**src/hdl/dpd_pkg.sv**
```systemverilog
// shared constants, types and the hex digit decoder for the debug packet deframer
package dpd_pkg;

   // default depth of the payload buffer
   localparam int unsigned MaxLenDefault = 256;

   // reset value and width of the max_len register
   localparam int unsigned MaxLenW     = 9;
   localparam logic [8:0]  MaxLenReset = 9'd256;

   // framing characters
   localparam logic [7:0] ChStart = 8'h24;  // '$'
   localparam logic [7:0] ChEnd   = 8'h23;  // '#'
   localparam logic [7:0] ChAck   = 8'h2B;  // '+'
   localparam logic [7:0] ChNak   = 8'h2D;  // '-'

   // status codes
   localparam logic [2:0] StBusy     = 3'd0;
   localparam logic [2:0] StAccepted = 3'd1;
   localparam logic [2:0] StBadSum   = 3'd2;
   localparam logic [2:0] StOverflow = 3'd3;
   localparam logic [2:0] StRestart  = 3'd4;

   // width of the packed result beat, padded to whole bytes
   localparam int unsigned RspW = 40;

   // one result item
   typedef struct packed {
      logic [8:0] packet_length;
      logic [2:0] status;
      logic [7:0] write_data;
      logic [7:0] write_index;
      logic       write_valid;
      logic [7:0] tx_byte;
      logic       tx_valid;
   } rsp_type;

   // decoded hex digit
   typedef struct packed {
      logic       ok;
      logic [3:0] value;
   } hex_type;

   // ascii hex digit, either case
   function automatic hex_type hex_decode(input logic [7:0] c);
      hex_type h;
      h.ok    = 1'b1;
      h.value = 4'd0;
      if (c >= 8'h30 && c <= 8'h39) begin
         h.value = 4'(c - 8'h30);
      end else if (c >= 8'h41 && c <= 8'h46) begin
         h.value = 4'(c - 8'h37);
      end else if (c >= 8'h61 && c <= 8'h66) begin
         h.value = 4'(c - 8'h57);
      end else begin
         h.ok = 1'b0;
      end
      return h;
   endfunction

endpackage

```
**src/hdl/debug_packet_deframer.sv**
```systemverilog
// top level of the debug packet deframer: '$' payload '#' checksum framing
// a req beat reaches its rsp beat through the input register and then the result register
// throughput: one byte per cycle while results are read; all the work is one pass through the framing logic
// an unread result holds its register while one more req beat waits in the input register
// reset: synchronous, active high; framer idle, count and sum zero, max_len 256
module debug_packet_deframer #(
   parameter int unsigned MAX_LEN = dpd_pkg::MaxLenDefault
) (
   input  logic                     clock,
   input  logic                     reset,
   input  logic                     req_tvalid,
   output logic                     req_tready,
   input  logic [7:0]               req_tdata,   // rx_byte
   output logic                     rsp_tvalid,
   input  logic                     rsp_tready,
   // tx_valid, tx_byte, write_valid, write_index, write_data, status, packet_length, pad
   output logic [dpd_pkg::RspW-1:0] rsp_tdata,
   input  logic                     csr_valid,
   output logic                     csr_ready,
   input  logic [8:0]               csr_wdata    // max_len
);

   logic             byte_valid;
   logic [7:0]       rx_byte;
   logic             byte_take;
   dpd_pkg::rsp_type rsp;

   // register writes are always taken
   assign csr_ready = 1'b1;

   // input register
   dpd_input_stage u_input (
      .clock      (clock),
      .reset      (reset),
      .req_tvalid (req_tvalid),
      .req_tready (req_tready),
      .req_tdata  (req_tdata),
      .byte_valid (byte_valid),
      .rx_byte    (rx_byte),
      .byte_take  (byte_take)
   );

   // framer and result register
   dpd_frame_fsm #(
      .MAX_LEN (MAX_LEN)
   ) u_fsm (
      .clock      (clock),
      .reset      (reset),
      .csr_write  (csr_valid && csr_ready),
      .csr_value  (csr_wdata),
      .byte_valid (byte_valid),
      .rx_byte    (rx_byte),
      .byte_take  (byte_take),
      .rsp_valid  (rsp_tvalid),
      .rsp_ready  (rsp_tready),
      .rsp        (rsp)
   );

   // pack the result beat, tx_valid lowest and the pad highest
   assign rsp_tdata = {2'b00, rsp.packet_length, rsp.status, rsp.write_data,
                       rsp.write_index, rsp.write_valid, rsp.tx_byte, rsp.tx_valid};

endmodule

```
**src/hdl/dpd_input_stage.sv**
```systemverilog
// input register: holds one received byte until the framing stage takes it
module dpd_input_stage (
   input  logic       clock,
   input  logic       reset,
   input  logic       req_tvalid,
   output logic       req_tready,
   input  logic [7:0] req_tdata,   // rx_byte
   output logic       byte_valid,
   output logic [7:0] rx_byte,
   input  logic       byte_take
);

   logic       valid_ff, valid_in;
   logic [7:0] byte_ff, byte_in;

   // free when empty or when the held byte moves on this cycle
   assign req_tready = !valid_ff || byte_take;

   // next values
   always_comb begin
      valid_in = valid_ff;
      byte_in  = byte_ff;
      if (req_tready) begin
         valid_in = req_tvalid;
         byte_in  = req_tdata;
      end
   end

   // control register
   always_ff @(posedge clock) begin
      if (reset) begin
         valid_ff <= 1'b0;
      end else begin
         valid_ff <= valid_in;
      end
   end

   // payload register
   always_ff @(posedge clock) begin
      byte_ff <= byte_in;
   end

   assign byte_valid = valid_ff;
   assign rx_byte    = byte_ff;

endmodule

```
**src/hdl/dpd_frame_fsm.sv**
```systemverilog
// framing state machine, checksum tracking and the result register
module dpd_frame_fsm #(
   parameter int unsigned MAX_LEN = dpd_pkg::MaxLenDefault
) (
   input  logic                 clock,
   input  logic                 reset,
   input  logic                 csr_write,
   input  logic [8:0]           csr_value,
   input  logic                 byte_valid,
   input  logic [7:0]           rx_byte,
   output logic                 byte_take,
   output logic                 rsp_valid,
   input  logic                 rsp_ready,
   output dpd_pkg::rsp_type     rsp
);

   localparam int unsigned CntW = $clog2(MAX_LEN + 1);
   localparam int unsigned CmpW = (CntW > dpd_pkg::MaxLenW) ? CntW : dpd_pkg::MaxLenW;
   localparam logic [CmpW-1:0] LimitTop = CmpW'(MAX_LEN);

   // phase codes
   localparam logic [1:0] PhIdle = 2'd0;
   localparam logic [1:0] PhData = 2'd1;
   localparam logic [1:0] PhHi   = 2'd2;
   localparam logic [1:0] PhLo   = 2'd3;

   logic [8:0]       max_len_ff;
   logic [1:0]       phase_ff, phase_in;
   logic [CntW-1:0]  count_ff, count_in;
   logic [7:0]       sum_ff, sum_in;
   logic [3:0]       high_ff, high_in;
   logic             high_ok_ff, high_ok_in;
   logic             rsp_valid_ff, rsp_valid_in;
   dpd_pkg::rsp_type rsp_ff, rsp_in;

   logic [CmpW-1:0]  limit;
   logic [CmpW-1:0]  max_ext;
   logic [CmpW-1:0]  count_ext;
   logic [CmpW-1:0]  count_inc;
   logic [CmpW-1:0]  plen_ext;
   logic [7:0]       got_sum;
   dpd_pkg::hex_type digit;
   logic             advance;

   // a byte moves on when the result register is free
   assign advance   = !rsp_valid_ff || rsp_ready;
   assign byte_take = byte_valid && advance;

   // limit in use: max_len clamped to 1..MAX_LEN
   always_comb begin
      max_ext = CmpW'(max_len_ff);
      if (max_len_ff == 9'd0) begin
         limit = CmpW'(1);
      end else if (max_ext > LimitTop) begin
         limit = LimitTop;
      end else begin
         limit = max_ext;
      end
   end

   assign count_ext = CmpW'(count_ff);
   assign count_inc = count_ext + CmpW'(1);
   assign digit     = dpd_pkg::hex_decode(rx_byte);

   // received checksum from the two digits
   always_comb begin
      if (!high_ok_ff) begin
         got_sum = 8'd0;
      end else if (!digit.ok) begin
         got_sum = {4'd0, high_ff};
      end else begin
         got_sum = {high_ff, digit.value};
      end
   end

   // one step of the framer
   always_comb begin
      phase_in   = phase_ff;
      count_in   = count_ff;
      sum_in     = sum_ff;
      high_in    = high_ff;
      high_ok_in = high_ok_ff;
      rsp_in     = '0;
      plen_ext   = count_ext;
      case (phase_ff)
         PhIdle: begin
            if (rx_byte == dpd_pkg::ChStart) begin
               phase_in = PhData;
               count_in = '0;
               sum_in   = 8'd0;
               plen_ext = '0;
            end
         end
         PhData: begin
            if (rx_byte == dpd_pkg::ChStart) begin
               count_in      = '0;
               sum_in        = 8'd0;
               plen_ext      = '0;
               rsp_in.status = dpd_pkg::StRestart;
            end else if (rx_byte == dpd_pkg::ChEnd) begin
               phase_in = PhHi;
            end else begin
               sum_in             = sum_ff + rx_byte;
               rsp_in.write_valid = 1'b1;
               rsp_in.write_index = count_ext[7:0];
               rsp_in.write_data  = rx_byte;
               count_in           = CntW'(count_inc);
               plen_ext           = count_inc;
               if (count_inc >= limit) begin
                  rsp_in.tx_valid = 1'b1;
                  rsp_in.tx_byte  = dpd_pkg::ChNak;
                  rsp_in.status   = dpd_pkg::StOverflow;
                  phase_in        = PhIdle;
               end
            end
         end
         PhHi: begin
            high_in    = digit.ok ? digit.value : 4'd0;
            high_ok_in = digit.ok;
            phase_in   = PhLo;
         end
         PhLo: begin
            rsp_in.tx_valid = 1'b1;
            if (got_sum == sum_ff) begin
               rsp_in.tx_byte = dpd_pkg::ChAck;
               rsp_in.status  = dpd_pkg::StAccepted;
               phase_in       = PhIdle;
            end else begin
               rsp_in.tx_byte = dpd_pkg::ChNak;
               rsp_in.status  = dpd_pkg::StBadSum;
               phase_in       = PhData;
               count_in       = '0;
               sum_in         = 8'd0;
            end
         end
         default: begin
            phase_in = PhIdle;
         end
      endcase
      rsp_in.packet_length = plen_ext[8:0];
   end

   // result valid follows the byte hand-off
   always_comb begin
      rsp_valid_in = rsp_valid_ff;
      if (advance) begin
         rsp_valid_in = byte_valid;
      end
   end

   // control state
   always_ff @(posedge clock) begin
      if (reset) begin
         max_len_ff   <= dpd_pkg::MaxLenReset;
         phase_ff     <= PhIdle;
         count_ff     <= '0;
         sum_ff       <= 8'd0;
         high_ff      <= 4'd0;
         high_ok_ff   <= 1'b0;
         rsp_valid_ff <= 1'b0;
      end else begin
         if (csr_write) begin
            max_len_ff <= csr_value;
         end
         if (byte_take) begin
            phase_ff   <= phase_in;
            count_ff   <= count_in;
            sum_ff     <= sum_in;
            high_ff    <= high_in;
            high_ok_ff <= high_ok_in;
         end
         rsp_valid_ff <= rsp_valid_in;
      end
   end

   // result payload
   always_ff @(posedge clock) begin
      if (byte_take) begin
         rsp_ff <= rsp_in;
      end
   end

   assign rsp_valid = rsp_valid_ff;
   assign rsp       = rsp_ff;

endmodule
```
**config.mk**
```make
export PLATFORM = sky130hd
export DESIGN_NAME = debug_packet_deframer
export DESIGN_NICKNAME = d
export VERILOG_FILES = /design/src/hdl/dpd_pkg.sv /design/src/hdl/debug_packet_deframer.sv /design/src/hdl/dpd_input_stage.sv /design/src/hdl/dpd_frame_fsm.sv
export SDC_FILE = /design/constraint.sdc
export NUM_CORES = 1
export LEC_CHECK = 0
export CELL_PAD_IN_SITES_DETAIL_PLACEMENT = 0
export CELL_PAD_IN_SITES_GLOBAL_PLACEMENT = 1
export CORE_MARGIN = 2
export CORE_UTILIZATION = 32
export CTS_CLUSTER_SIZE = 10
export DETAILED_ROUTE_END_ITERATION = 12
export DONT_BUFFER_PORTS = 1
export GPL_TIMING_DRIVEN = 0
export PLACE_DENSITY_LB_ADDON = 0.12
export SYNTH_ARGS = -nofsm -noshare
export SYNTH_HDL_FRONTEND = slang
export SYNTH_SLANG_ARGS = --single-unit
```
**constraint.sdc**
```tcl
create_clock -name clock -period 5.51 [get_ports clock]
set_input_delay 0.2755 -clock clock [delete_from_list [all_inputs] [get_ports clock]]
set_output_delay 0.2755 -clock clock [all_outputs]
set_load 0.02 [all_outputs]
```
==> out/results.ini <==
[synth]
synth.distinct_cells=69
synthFlopType=edfxtp_1
synth_edf_count=39
synth_warnings=0
synth_area_sq_um=4243
ys_seq_area_frac=0.4412
postSynthCellCount=435
ys_seq_elements=74
syn_area_per_cell_sq_um=9.754
ys_async_sr_fraction=0

[job]
drv_cap=0

[timing]
tns_ps=0
setup_viol=0
final_hold_viol_count=0
fin_crit_ps=3309
fin_crit_sh=0.6006
finalClockSkew_ps=7.981
worst_slack_ps=2201
worst-slew-pin-transition_ps=1153
slew_violations=0
relSlewSlack=0.2254
rsz0062_at_grt=false
fmax_ghz=0.3022

[drt]
drt-wirelength-per-cell_um=17.07
vias=3233
drt_pass1_iterations=4
vias_per_cell=5.116
drc=0
wl_mm=10.79
ant_nets=0
drt-initial-drc-count=145

[placed_design]
dp_hpwl_mm=8.023
routabilityCongestion=0.8450
portBuffers=0
preCtsSetupSlack_ps=2191
placed_cells_incl_taps=615

[cells_and_area]
fin_nets=496
antenna_cells=0
final_cell_mix=edfxtp_1 (39), nand2_1 (37), dfxtp_1 (35)
layout_commonest_cell=edfxtp_1
drive_above_1_share=0.1140
area_growth_pct=12.42
final_util=0.3645
final_cell_count_no_fill=632

[floorplan]
initial_core_util=0.3242
num_rows=42
die-area_sq_um=14200
fp.dieH_um=119.1
die_x_um=119.1
core-area_sq_um=13090
io_pins=65

[grt]
grt_pass1_vias=3110
use_met2=0.2306
antenna_found_initial=0
groute.layer.met3.usage=0.03065
grt_pass1_wl_mm=17.48
busiest_layer=met1
grt_use_met1=0.2326
grt_max_degree=39
grt.overflow.total=0
grtUsageTotal=0.1596

[worst_hold_path]
hold_class=input pin to flip-flop
hold_end=u_input.rx_byte[7]
min_path_cells=0
min-delay-start=req_tdata[7]

[worst_setup_path]
cpMaxStageDelayCell=edfxtp_1
worst_setup_path_end_kind=flip-flop
r2r_slack_ps=2200
worstRegToRegCells=11
required_ps=5740
critPathArrivalTime_ps=3540
reg2reg_from=u_input.rx_byte[1]
path_cells=inv_1 > ha_1 > nor3b_2 > nand4bb_2 > or4_1 > mux2i_1 > a211oi_1 > and4_4 > or2_4 > buf_6 > a31o_1
max_stage_delay_ps=640
crit_path_max_fanout=10
r2r-end=u_fsm.count_ext[6]
crit_path_start=u_input.rx_byte[1]
startpoint_type=flip-flop
crit_type=flip-flop to flip-flop

[cts]
clockBufferDepth=2
numCtsBuffers=9
clk_latency_ps=340
post-cts-setup-buffers=0
clk_pin_slew_worst_paths_ps=60
cts_resized=0
holdBufCountCts=0
cts_tree=built
clock-sinks=74
cts_root_buf=clkbuf_16
htree_levels=3

[pwr]
total_power_mw=1.347
peakVddDrop_v=0.0001157
power_density_nw_per_um2=282.4
p_leak_nw=1.796

[run_status]
status=finished clean

power by group:
part | internal [mW] | switching, mW
Sequential | 0.605 | 0.0349
Clock | 0.318 | 0.235
Combinational | 0.0543 | 0.100
cells in the mapped netlist (2+ instances only):
library cell | number | share of area
buf_4 | 10 | 0.018
conb_1 | 2 | 0.0018
a21o_1 | 6 | 0.011
a22oi_1 | 2 | 0.0035
nand2b_1 | 4 | 0.0059
nor3_1 | 13 | 0.015
o21ai_1 | 8 | 0.0094
nand4bb_2 | 2 | 0.0077
buf_6 | 2 | 0.0053
a31o_1 | 3 | 0.0062
a2111oi_0 | 2 | 0.0041
clkbuf_1 | 12 | 0.011
nand2_1 | 37 | 0.033
a31oi_1 | 5 | 0.0074
nand4b_1 | 3 | 0.0062
xor2_1 | 5 | 0.010
a21oi_1 | 25 | 0.029
xnor2_1 | 10 | 0.021
or3_1 | 4 | 0.0059
edfxtp_1 | 39 | 0.28
o22ai_1 | 3 | 0.0044
o21ai_0 | 13 | 0.015
mux2i_1 | 13 | 0.031
nor2_1 | 33 | 0.029
o211ai_1 | 11 | 0.019
buf_1 | 2 | 0.0018
nand3_1 | 15 | 0.018
a22o_1 | 2 | 0.0041
nor2_2 | 2 | 0.0029
and3_1 | 13 | 0.019
dfxtp_1 | 35 | 0.17
clkinv_1 | 2 | 0.0018
o21bai_1 | 3 | 0.0053
inv_1 | 15 | 0.013
and2_1 | 8 | 0.012
nand4_1 | 2 | 0.0029
buf_2 | 5 | 0.0059
a311oi_2 | 2 | 0.0071
ha_1 | 22 | 0.065
a211oi_1 | 11 | 0.019
per-stage QoR:
step	area, sq um	hold slack, ps
final	4770	29.70
after global routing	4770	14.76
after CTS	4750	18.67
after detailed placement	4478	374.4
after global placement	4478	374.4
after floorplan	4258	374.4
state kept, by name (all words and copies together) (netlist names), named ones only:
signal,cells
u_input.rx_byte,8
u_fsm.rsp_valid,1
u_fsm.rsp,31
u_fsm.high_ok_ff,1
u_fsm.max_ext,9
u_fsm.count_ext,9
u_input.byte_valid,1
u_fsm.sum_ff,8
u_fsm.phase_ff,1
u_fsm.high_ff,4
critical path, delay by kind of cell (launching register included):
kind / cells / cell delay (ps)
buffers and inverters: 2 / 360
and+or+nand+nor: 5 / 1430
AOI/OAI and AO/OA: 2 / 340
DFF: 1 / 640
adders and majority gates: 1 / 250
muxes: 1 / 180
how the worst max path moves through the flow:
stage,to
final,u_fsm.count_ext[6]
after global routing,u_fsm.sum_ff[7]
after CTS,u_fsm.count_ext[7]
after detailed placement,u_fsm.count_ext[7]
after global placement,u_fsm.count_ext[7]
after floorplan,u_fsm.count_ext[5]
cells by family (layout without fill, tap and decap cells):
family / Yosys count / after routing / share of synthesized area
simple gates: 147 / 147 / 0.1820
compound gates: 112 / 112 / 0.1867
flops: 74 / 74 / 0.4412
buf+inv: 49 / 66 / 0.05721
fa+ha+maj: 23 / 23 / 0.06960
xor+xnor: 15 / 15 / 0.03096
mux: 13 / 13 / 0.03067
other cells: 2 / 6 / 0.001770
final cells by class:
cell class,count,area [sq um]
plain buffers,31,175.2
clock buffers,12,246.5
clock inverters,4,25.02
fillers,1335,8315
inverters,18,67.56
multi-input cells,316,2143
flip-flops and latches,74,1872
well taps,176,220.2
repair buffers,1,20.02
metal layers:
metal  wire [um]  part of all wire
met5           0                 0
met1        5571              0.52
met4         185             0.017
met3         356             0.033
met2        4677              0.43
Note: power is estimated with default switching activity, not from simulation.
